<file path="config.mk">
export PLATFORM = sky130hd
export DESIGN_NAME = bep_ctrl
export DESIGN_NICKNAME = d
export VERILOG_FILES = /design/src/design/bep_pkg.sv /design/src/design/bep_ctrl.sv
export SDC_FILE = /design/constraint.sdc
export NUM_CORES = 1
export LEC_CHECK = 0
export BUFFER_PORTS_ARGS = -buffer_cell sky130_fd_sc_hd__buf_4
export CAP_MARGIN = 25
export CORE_UTILIZATION = 42
export DETAILED_ROUTE_END_ITERATION = 12
export GPL_TIMING_DRIVEN = 0
export HOLD_SLACK_MARGIN = 0.1
export PLACE_DENSITY = 0.84
export SYNTH_ARGS = -nofsm -noshare
export SYNTH_HDL_FRONTEND = slang
export SYNTH_SLANG_ARGS = --single-unit
</file>
<file path="constraint.sdc">
create_clock -name clk -period 1.85 [get_ports clk]
set_clock_uncertainty 0.2 [all_clocks]
set_input_delay 0.37 -clock clk [delete_from_list [all_inputs] [get_ports clk]]
set_output_delay 0.37 -clock clk [all_outputs]
set_load 0.03 [all_outputs]
</file>
<file path="src/design/bep_pkg.sv">
// Shared types and constants for the breakpoint envelope player.
// Used by bep_div, bep_ctrl, bep_datapath and breakpoint_envelope_player.
package bep_pkg;

  localparam int DEF_MAX_LANES    = 8;
  localparam int DEF_MAX_POINTS   = 256;
  localparam int LANE_FIELD_LANES = 8;
  localparam int BEAT_W           = 32;
  localparam int LEVEL_W          = 24;
  localparam int MAG_W            = LEVEL_W + 1;
  localparam int PROD_W           = MAG_W + BEAT_W;

  typedef enum logic [1:0] {
    OP_TICK    = 2'd0,
    OP_HEADER  = 2'd1,
    OP_POINT   = 2'd2,
    OP_DISABLE = 2'd3
  } op_t;

  typedef enum logic [1:0] {
    LVL_FIRST,
    LVL_LAST,
    LVL_PREV,
    LVL_INTERP
  } lvl_sel_t;

  typedef enum logic [1:0] {
    ADR_FIRST,
    ADR_LAST,
    ADR_IDX
  } addr_sel_t;

  typedef enum logic [3:0] {
    ST_IDLE,
    ST_SCAN,
    ST_FIRST,
    ST_LAST,
    ST_MOD,
    ST_CLASS,
    ST_SRD,
    ST_SCMP,
    ST_DIVGO,
    ST_DIV
  } state_t;

  typedef struct packed {
    logic [1:0]          operation;
    logic [2:0]          lane;
    logic [7:0]          point_index;
    logic [31:0]         beat;
    logic signed [23:0]  level;
    logic [31:0]         target_node;
    logic [15:0]         target_param;
    logic [8:0]          point_count;
    logic                enable;
    logic                playing;
  } in_item_t;

  typedef struct packed {
    logic [2:0]          out_lane;
    logic [31:0]         out_node;
    logic [15:0]         out_param;
    logic signed [23:0]  out_level;
    logic                last;
  } out_item_t;

  typedef struct packed {
    logic      apply_write;
    logic      tick_start;
    logic      lane_next;
    logic      rd_en;
    addr_sel_t addr_sel;
    logic      save_first;
    logic      save_last;
    logic      div_start;
    logic      div_mod;
    logic      b_from_mod;
    logic      b_from_play;
    logic      srch_init;
    logic      srch_adv;
    logic      mul;
    logic      emit;
    lvl_sel_t  lvl_sel;
  } cmd_t;

  typedef struct packed {
    logic tick_req;
    logic lanes_done;
    logic lane_act;
    logic last_nz;
    logic b_le_first;
    logic b_ge_last;
    logic hit;
    logic seg_zero;
    logic idx_end;
    logic div_done;
  } sts_t;

endpackage

</file>
<file path="src/design/bep_ctrl.sv">
// Sequencer for the envelope player: walks the lanes, the wrap, the segment
// search and the interpolation. Depends on bep_pkg.
module bep_ctrl (
  input  logic          clk,
  input  logic          rst_n,
  input  logic          start,
  input  bep_pkg::sts_t sts,
  output bep_pkg::cmd_t cmd,
  output logic          busy
);
  import bep_pkg::*;

  state_t state_r, state_nxt;

  always_ff @(posedge clk) begin
    if (!rst_n) begin
      state_r <= ST_IDLE;
    end else begin
      state_r <= state_nxt;
    end
  end

  always_comb begin
    state_nxt = state_r;
    unique case (state_r)
      ST_IDLE:  if (start && sts.tick_req) state_nxt = ST_SCAN;
      ST_SCAN: begin
        if (sts.lanes_done) state_nxt = ST_IDLE;
        else if (sts.lane_act) state_nxt = ST_FIRST;
      end
      ST_FIRST: state_nxt = ST_LAST;
      ST_LAST:  state_nxt = sts.last_nz ? ST_MOD : ST_CLASS;
      ST_MOD:   if (sts.div_done) state_nxt = ST_CLASS;
      ST_CLASS: begin
        if (sts.b_le_first || sts.b_ge_last) state_nxt = ST_SCAN;
        else state_nxt = ST_SRD;
      end
      ST_SRD:   state_nxt = ST_SCMP;
      ST_SCMP: begin
        if (sts.hit) state_nxt = sts.seg_zero ? ST_SCAN : ST_DIVGO;
        else state_nxt = sts.idx_end ? ST_SCAN : ST_SRD;
      end
      ST_DIVGO: state_nxt = ST_DIV;
      ST_DIV:   if (sts.div_done) state_nxt = ST_SCAN;
      default:  state_nxt = ST_IDLE;
    endcase
  end

  always_comb begin
    cmd          = '0;
    cmd.addr_sel = ADR_FIRST;
    cmd.lvl_sel  = LVL_FIRST;
    unique case (state_r)
      ST_IDLE: begin
        if (start) begin
          if (sts.tick_req) cmd.tick_start = 1'b1;
          else cmd.apply_write = 1'b1;
        end
      end
      ST_SCAN: begin
        if (!sts.lanes_done) begin
          if (sts.lane_act) cmd.rd_en = 1'b1;
          else cmd.lane_next = 1'b1;
        end
      end
      ST_FIRST: begin
        cmd.save_first = 1'b1;
        cmd.rd_en      = 1'b1;
        cmd.addr_sel   = ADR_LAST;
      end
      ST_LAST: begin
        cmd.save_last = 1'b1;
        if (sts.last_nz) begin
          cmd.div_start = 1'b1;
          cmd.div_mod   = 1'b1;
        end else begin
          cmd.b_from_play = 1'b1;
        end
      end
      ST_MOD: cmd.b_from_mod = sts.div_done;
      ST_CLASS: begin
        if (sts.b_le_first) begin
          cmd.emit = 1'b1;
        end else if (sts.b_ge_last) begin
          cmd.emit    = 1'b1;
          cmd.lvl_sel = LVL_LAST;
        end else begin
          cmd.srch_init = 1'b1;
        end
      end
      ST_SRD: begin
        cmd.rd_en    = 1'b1;
        cmd.addr_sel = ADR_IDX;
      end
      ST_SCMP: begin
        if (sts.hit) begin
          if (sts.seg_zero) begin
            cmd.emit    = 1'b1;
            cmd.lvl_sel = LVL_PREV;
          end else begin
            cmd.mul = 1'b1;
          end
        end else if (sts.idx_end) begin
          cmd.emit    = 1'b1;
          cmd.lvl_sel = LVL_LAST;
        end else begin
          cmd.srch_adv = 1'b1;
        end
      end
      ST_DIVGO: cmd.div_start = 1'b1;
      ST_DIV: begin
        cmd.emit    = sts.div_done;
        cmd.lvl_sel = LVL_INTERP;
      end
      default: ;
    endcase
  end

  assign busy = (state_r != ST_IDLE);

  a_emit_busy: assert property (@(posedge clk) disable iff (!rst_n)
    cmd.emit |-> busy) else $error("result emitted while idle");
  a_tick_idle: assert property (@(posedge clk) disable iff (!rst_n)
    cmd.tick_start |=> state_r == ST_SCAN) else $error("tick did not start scan");
  a_div_wait: assert property (@(posedge clk) disable iff (!rst_n)
    cmd.div_start |=> !sts.div_done) else $error("divider finished too early");

endmodule

</file>
==> metrics.md, run 1 <==
| Metric | Value |
|---|---|
| FF+latch count, synth | `4` |
| Max H-tree Level | `1` |
| Post-DP HPWL | `about 1.3 mm` |
| Post-CTS Resized | `54` |
| Mapped cell area | `571 sq um` |
| Input/output buffers | `31` |
| Syn_nets | `about 90` |
| Clock buffer depth | `2` |
| Post-synth top area share | `0.140` |
| Vert. Die Dim | `38.9 um` |
| Initial core utilization | `0.481` |
| Status | `aborted with a tool error` |
| Post-CTS Setup Bufs | `14` |
| Die X | `38.9 um` |
| Root buf cell | `clkbuf_4` |
| Exit stage | `4_1_cts` |
| Synth top area cells | `dfxtp_1 14%, nor2_1 6.6%, a2111oi_4 4.8%` |
| Synth warn | `0` |
| Number of synthesized flops with an enable pin | `0` |
| # placed instances | `124` |
| CTS sink cnt | `4` |
| Predominant post-synthesis flop cell | `dfxtp_1` |
| Syn avg cell area | `just over 7 sq um` |
| Seq/Total Area, Yosys | `0.140` |
| Global placer's final weighted congestion | `0.845` |
| Yosys cell types | `36` |
| Cell Area, Placed | `896 sq um` |
| FFs w/ async S/R, synth | `0` |
| Post-Synthesis Cells | `79` |
| Synth top cells by count | `10 x nor2_1, 6 x nand2_1, 4 x buf_2, 4 x dfxtp_1` |
| Row count | `12` |
| Synth area leader | `dfxtp_1` |
| # IOs | `32` |
| Halt Reason | `[ERROR DPL-0038] Utilization greater than 100%, impossible to legalize` |
| Post-CTS Hold Buffers | `0` |
| Inserted Clock Buffers | `3` |
| Count leader, synth | `nor2_1` |
per-stage QoR:
| step | setup slack (ns) | hold slack [ns] | setup TNS [ns] | utilization |
|---|---|---|---|---|
| after global placement | -0.255 | 0.406 | -0.523 | 0.755 |
| after floorplan | -0.274 | 0.292 | -0.508 | - |
| after detailed placement | -0.270 | 0.410 | -0.541 | 0.755 |
logic make-up after synthesis:
kind of cell,count (synthesis),synth area share
AO/OA/AOI/OAI,22,0.314
AND/OR/NAND/NOR,44,0.471
buffers and inverters,9,0.0746
flip-flops,4,0.140
==> run 2, diff against run 1 <==
--- a/config.mk
+++ b/config.mk
@@ -7,11 +7,11 @@
 export LEC_CHECK = 0
 export BUFFER_PORTS_ARGS = -buffer_cell sky130_fd_sc_hd__buf_4
 export CAP_MARGIN = 25
-export CORE_UTILIZATION = 42
+export CORE_AREA = 2 2 63 65
 export DETAILED_ROUTE_END_ITERATION = 12
+export DIE_AREA = 0 0 65 67
 export GPL_TIMING_DRIVEN = 0
-export HOLD_SLACK_MARGIN = 0.1
-export PLACE_DENSITY = 0.84
+export PLACE_DENSITY_LB_ADDON = 0.15
 export SYNTH_ARGS = -nofsm -noshare
 export SYNTH_HDL_FRONTEND = slang
 export SYNTH_SLANG_ARGS = --single-unit
==> run 2 against run 1 <==
Against the previous run: the flow now finishes, with violations (negative setup slack); synthesized area unchanged; synthesized cell count unchanged.
==> metrics.md, run 2 <==
| Metric | Value |
|---|---|
| Global placer's final weighted congestion | `0.747 (-12%)` |
| P&R area growth vs syn | `150%` |
| Post-synth top area share | `0.140 (unchanged)` |
| Cell Chain, Critical Path | `buf_8, or4b_4, a21oi_4, buf_6` |
| Vert. Die Dim | `67 um (+72%)` |
| Sw frac | `0.407` |
| Post-Route WL | `2.45 mm` |
| Final setup margin | `-0.220 ns` |
| Clock share of power | `0.222` |
| CP Capture Type | `output pin` |
| Worst Tran Pin Value | `0.296 ns` |
| R2R depth | `6` |
| Via count | `~840` |
| First-pass GRT wire length | `around 4 mm` |
| WHS Path Cells | `2` |
| Commonest non-fill, non-tap cells in the layout | `32 x buf_4, 18 x buf_6, 7 x nor2_1` |
| Final instance area | `1430 sq um` |
| Initial core utilization | `0.158 (-0.323)` |
| Fin nets | `~150` |
| Hold WC Path Type | `in2reg` |
| LEAKAGE | `0.568 nW` |
| FF+latch count, synth | `4 (unchanged)` |
| Die footprint | `between 4000 and 5000 sq um` |
| CP max FO | `4` |
| Max H-tree Level | `1 (unchanged)` |
| Post-Synthesis Cells | `79 (unchanged)` |
| Drc violations | `0` |
| Synth area leader | `dfxtp_1` |
| CTS tree | `done` |
| Post-DP HPWL | `1.68 mm (+29%)` |
| Remaining Overflow, GRT | `0` |
| # IOs | `32 (unchanged)` |
| Inserted Clock Buffers | `3 (unchanged)` |
| Top reg by flops | `state_r` |
| Crit path largest cell delay | `0.52 ns` |
| Vias per Instance | `4.67` |
| Worst Hold Margin | `0.191 ns` |
| Critical path data required time | `1.28 ns` |
| Yosys cell types | `36 (unchanged)` |
| CP top delay family | `simple AND/OR/NAND/NOR gates` |
| Final hold violation count | `0` |
| Antenna violations before repair | `0` |
| Syn_nets | `92 (unchanged)` |
| Endpoints failing setup | `17` |
| Worst ir drop on vdd | `approximately 0.42 mV` |
| Share of layout cells above drive strength 1 | `0.742` |
| Clock Latency Late Sink | `0.21 ns` |
| Root buf cell | `clkbuf_8` |
| All-Layer GR Usage | `0.120` |
| Number of global-route vias before repair | `910` |
| Synth top cells by count | `10 x nor2_1, 6 x nand2_1, 4 x buf_2, 4 x dfxtp_1` |
| Average wire per standard cell | `approximately 14 um` |
| Row count | `22 (+10)` |
| Post-layout minimum cycle time | `about 2.1 ns` |
| Input/output buffers | `31 (unchanged)` |
| Status | `finished, violations left` |
| Synth warn | `0 (unchanged)` |
| Pwr Total | `0.000808 W` |
| Fmax | `between 0.4 and 0.5 GHz` |
| Unrepaired setup endpoints after global routing | `true` |
| Post-route core utilization | `0.396` |
| Clock buffer depth | `2 (unchanged)` |
| Max_cap viols | `0` |
| Most common cell after layout, fill and taps aside | `buf_4` |
| CTS sink cnt | `4 (unchanged)` |
| Int Pwr | `0.000479 W` |
| Seq/Total Area, Yosys | `0.140 (unchanged)` |
| Violated checks | `negative setup slack` |
| Die X | `65 um (+67%)` |
| Reg clk slew, reported paths | `0.03 ns` |
| Antenna viol nets, final | `0` |
| Register share of total power | `0.151` |
| Synth top area cells | `dfxtp_1 14%, nor2_1 6.6%, a2111oi_4 4.8%` |
| Syn avg cell area | `7.22 sq um (unchanged)` |
| Setup CP Type | `reg2out` |
| Arrival time worst endpoint | `1.50 ns` |
| Number of flip-flops in the largest register | `4` |
| First drt pass iteration count | `4` |
| Top Registers | `state_r x4` |
| Number of synthesized flops with an enable pin | `0 (unchanged)` |
| Antenna fix cells | `0` |
| Pin count of the biggest net entering global routing | `11` |
| Critical Path Source Type | `flip-flop` |
| Worst path slowest cell | `or4b_4` |
| Pins Over Slew Limit | `0` |
| Cell Area, Placed | `938 sq um (+4.7%)` |
| Post-CTS Hold Buffers | `0 (unchanged)` |
| Power density cells | `~570 nW/um^2` |
| WP buf/inv | `2` |
| FFs w/ async S/R, synth | `0 (unchanged)` |
| Comb pwr share | `0.627` |
| Crit share post-route | `1.12` |
| Count leader, synth | `nor2_1` |
| Mapped cell area | `571 sq um (unchanged)` |
| Core Footprint | `around 3600 sq um` |
| Predominant post-synthesis flop cell | `dfxtp_1` |
| Switching pwr | `0.000329 W` |
| Initial DRC Count | `27` |
| Crit path depth | `4` |
| Max_slew headroom | `0.802` |
-- run 2: cell counts after synthesis --
Identical to the previous run, type by type.
-- run 2: final timing paths --
kind,to,slack (ns),start
min reg2reg,state_r[0]$_SDFFE_PN0P_,0.51,state_r[0]$_SDFFE_PN0P_
max reg2reg,state_r[1]$_SDFFE_PN0P_,0.12,state_r[3]$_SDFFE_PN0P_
max,cmd[14],-0.22,state_r[2]$_SDFFE_PN0P_
min,state_r[2]$_SDFFE_PN0P_,0.19,rst_n
-- run 2: cell families after synthesis --
family / synth area share
compound gates: 0.314
flops: 0.140
buf+inv: 0.0746
simple gates: 0.471
-- run 2: worst register-to-register path, stage by stage (launching register included) --
cell       delay, ns
dfxtp_4         0.34
buf_6           0.13
nor4_4          0.30
buf_4           0.17
a21boi_2        0.22
a2111oi_4       0.08
and2_1          0.18
-- run 2: layout make-up --
class / instances / area, sq um
Tap cell: 48 / 60.1
Fill cell: 371 / 2180
Buffer: 4 / 52.6
Inverter: 4 / 21.3
Multi-Input combinational cell: 66 / 681
Timing Repair Buffer: 51 / 478
Clock buffer: 3 / 41.3
Sequential cell: 4 / 95.1
-- run 2: power groups by stage --
stage / Sequential, W / Combinational, W / Clock (W)
global placement: 0.000113 / 0.000337 / 0
floorplan: 0.000109 / 0.000231 / 0
detailed placement: 0.000113 / 0.000340 / 0
global route: 0.000124 / 0.000541 / 0.000193
finish: 0.000122 / 0.000506 / 0.000179
CTS: 0.000121 / 0.000496 / 0.000185
-- run 2: routing by layer --
layer / routed length, um / vias up / global-route usage
met1: 1040 / 400 / 0.139
met2: 1290 / 31 / 0.227
met3: 119 / 2 / 0.0321
met4: 8 / 0 / 0.0133
met5: 0 / - / 0
li1: - / 408 / -
-- run 2: timing repair --
| item | 4_1_cts | 5_1_grt |
|---|---|---|
| resized for setup | 66 | 8 |
| cloned | 1 | 0 |
| pin swaps | 14 | 10 |
| endpoints found under the setup margin | 18 | 19 |
| buffers inserted | 15 | 4 |
-- run 2: per-stage QoR --
| step | TNS [ns] | setup slack, ns | cells |
|---|---|---|---|
| 2_1_floorplan | -0.508 | -0.274 | 79 |
| 3_3_place_gp | -0.730 | -0.290 | 158 |
| 3_5_place_dp | -0.794 | -0.305 | 158 |
| 4_1_cts | -1.72 | -0.263 | 177 |
| 5_1_grt | -2.54 | -0.248 | 180 |
| 6_report | -1.46 | -0.220 | 180 |
Power figures use the tool's default switching activity.
==> run 3, diff against run 2 <==
--- a/config.mk
+++ b/config.mk
@@ -12,6 +12,8 @@
 export DIE_AREA = 0 0 65 67
 export GPL_TIMING_DRIVEN = 0
 export PLACE_DENSITY_LB_ADDON = 0.15
+export SETUP_SLACK_MARGIN = 0.05
 export SYNTH_ARGS = -nofsm -noshare
 export SYNTH_HDL_FRONTEND = slang
 export SYNTH_SLANG_ARGS = --single-unit
+export TNS_END_PERCENT = 5
==> run 3 against run 2 <==
Against the previous run: largest power group unchanged; critical path depth unchanged; the run still ends with negative setup slack left; non-clock buffer count shrank 11; critical endpoint unchanged; clock power about the same.
==> metrics.md, run 3 (same netlist as run 2, synthesis figures left out) <==
| Metric | Value |
|---|---|
| Number of global-route vias before repair | `760 (-16%)` |
| Max H-tree Level | `1 (unchanged)` |
| Max_cap viols | `0 (unchanged)` |
| Reg2Reg Setup Slack | `0.21 ns (+0.09 ns)` |
| P&R area growth vs syn | `99.8%` |
| Post-layout minimum cycle time | `2.08 ns (+0.00951 ns)` |
| Final hold violation count | `0 (unchanged)` |
| Share of layout cells above drive strength 1 | `0.603 (-0.139)` |
| Top reg by flops | `state_r` |
| Fin nets | `136 (-7.5%)` |
| Critical Path Source Type | `flip-flop` |
| FF-to-FF End | `state_r[0]$_SDFFE_PN0P_` |
| Initial DRC Count | `35 (+30%)` |
| Reg-to-Reg Start | `state_r[2]$_SDFFE_PN0P_` |
| Critical path data required time | `1.28 ns (about the same)` |
| Setup WS pre-CTS | `-0.258 ns (+0.0471 ns)` |
| Row count | `22 (unchanged)` |
| # IOs | `32 (unchanged)` |
| CTS sink cnt | `4 (unchanged)` |
| Final TNS setup | `-0.999 ns (+0.462 ns)` |
| Antenna viol nets, final | `0 (unchanged)` |
| Post-DP HPWL | `1.60 mm (-4.3%)` |
| Drc violations | `0 (unchanged)` |
| Post-route core utilization | `0.316 (-0.0802)` |
| Endpoints failing setup | `13 (-4)` |
| Crit share post-route | `1.12 (+0.00514)` |
| Commonest non-fill, non-tap cells in the layout | `33 x buf_4, 10 x buf_6, 10 x nor2_1` |
| CP Capture Type | `output pin` |
| Vert. Die Dim | `67 um (unchanged)` |
| Inserted Clock Buffers | `3 (unchanged)` |
| Fillers | `399 (+7.5%)` |
| Clock Latency Late Sink | `0.22 ns (about the same)` |
| Global placer's final weighted congestion | `0.810 (+8.4%)` |
| Remaining Overflow, GRT | `0 (unchanged)` |
| Clock buffer depth | `2 (unchanged)` |
| Input/output buffers | `31 (unchanged)` |
| Top Registers | `state_r x4` |
| Antenna violations before repair | `0 (unchanged)` |
| Most common cell after layout, fill and taps aside | `buf_4` |
| Cell Area, Placed | `910 sq um (-3.1%)` |
| Number of flip-flops in the largest register | `4 (unchanged)` |
| Post-CTS Hold Buffers | `0 (unchanged)` |
| WHS Path Cells | `2 (unchanged)` |
| Die footprint | `4360 sq um (unchanged)` |
| Final instance area | `1140 sq um (-20%)` |
| Post-Route WL | `2.10 mm (-15%)` |
| Vias per Instance | `4.51 (-3.4%)` |
| Pin count of the biggest net entering global routing | `11 (unchanged)` |
| Initial core utilization | `0.158 (unchanged)` |
| Average wire per standard cell | `12.4 um (-9.0%)` |
| Core Footprint | `3610 sq um (unchanged)` |
| Setup CP Type | `reg2out` |
| Final setup margin | `-0.230 ns (-0.00951 ns)` |
| Hold WC Path Type | `in2reg` |
| Antenna fix cells | `0 (unchanged)` |
| # placed instances | `158 (unchanged)` |
| First-pass GRT wire length | `3.39 mm (-17%)` |
| Unrepaired setup endpoints after global routing | `true` |
| Via count | `763 (-9.3%)` |
| Reg clk slew, reported paths | `0.03 ns (about the same)` |
| Hold Path End | `state_r[2]$_SDFFE_PN0P_` |
| Status | `finished, violations left` |
| Fin cells | `169 (-6.1%)` |
| Fmax | `0.481 GHz (-0.46%)` |
| Arrival time worst endpoint | `1.51 ns (about the same)` |
| Worst Tran Pin Value | `0.364 ns (+0.0686 ns)` |
| CP max FO | `6 (+2)` |
| CTS tree | `done` |
| Root buf cell | `clkbuf_8` |
| LEAKAGE | `0.469 nW (-17%)` |
| R2R depth | `5 (-1)` |
| Max_slew headroom | `0.756 (-0.0463)` |
| Power density cells | `615 nW/um^2 (+8.8%)` |
| Worst ir drop on vdd | `0.222 mV (-47%)` |
| All-Layer GR Usage | `0.100 (-0.0200)` |
| Die X | `65 um (unchanged)` |
| Violated checks | `negative setup slack` |
| Pins Over Slew Limit | `0 (unchanged)` |
| First drt pass iteration count | `4 (unchanged)` |
| Worst min-delay path startpoint | `rst_n` |
-- run 3: cell types whose count changed in the layout (fill, tap and decap cells not counted), moves of 3 or more --
cell    change
nor4_2      +3
buf_8       -3
nor4_4      -3
nor2_1      +3
nor2_4      -3
buf_6       -8
-- run 3: timing repair --
item | CTS | global route
pin swaps | 6 | 1
gates resized for setup | 32 | 4
setup endpoints to repair | 18 | 19
buffers inserted | 9 | 0
-- run 3: final cells by class --
type	count	area, sq um	share of cell area
plain buffers	4	45.0	0.0395
clock buffers	3	41.3	0.0362
inverters	4	15.0	0.0132
multi-input cells	66	553	0.485
flip-flops and latches	4	95.1	0.0834
well taps	48	60.1	0.0527
repair buffers	40	330	0.290
-- run 3: worst max-delay path by stage --
stage / startpoint / to / slack (ns) / cells past startpoint
after global placement: state_r[1]$_SDFFE_PN0P_ / cmd[14] / -0.27 / 4
final: state_r[1]$_SDFFE_PN0P_ / cmd[14] / -0.23 / 4
after detailed placement: state_r[1]$_SDFFE_PN0P_ / cmd[14] / -0.26 / 4
after global routing: state_r[1]$_SDFFE_PN0P_ / cmd[14] / -0.27 / 4
after CTS: state_r[3]$_SDFFE_PN0P_ / cmd[0] / -0.25 / 5
after floorplan: state_r[0]$_SDFFE_PN0P_ / cmd[11] / -0.13 / 3
-- run 3: report_power, final --
part | leakage [nW] | internal [W] | switching (W)
combinational | 0.412 | 0.000190 | 0.000207
clock | 0.0216 | 0.000138 | 0.0000423
sequential | 0.0355 | 0.0000983 | 0.0000253
total | 0.469 | 0.000426 | 0.000275
-- run 3: critical path, cell delays in order (launching register included) --
cell and delay, ns:
dfxtp_4 0.36, nand2b_4 0.16, or4b_4 0.49, a21oi_4 0.13
buf_6 0.14
-- run 3: stage by stage --
step / power [W] / hold WS (ns)
6_report: 0.000701 / 0.195
5_1_grt: 0.000750 / 0.207
4_1_cts: 0.000708 / 0.199
3_5_place_dp: 0.000437 / 0.421
3_3_place_gp: 0.000439 / 0.413
2_1_floorplan: 0.000330 / 0.292
-- run 3: per-layer routing --
layer | wire [um] | global-route usage | vias up
met5 | 0 | 0 | -
met4 | 0 | 0.0160 | 0
met3 | 106 | 0.0304 | 0
met2 | 994 | 0.159 | 20
met1 | 995 | 0.136 | 361
li1 | - | - | 382
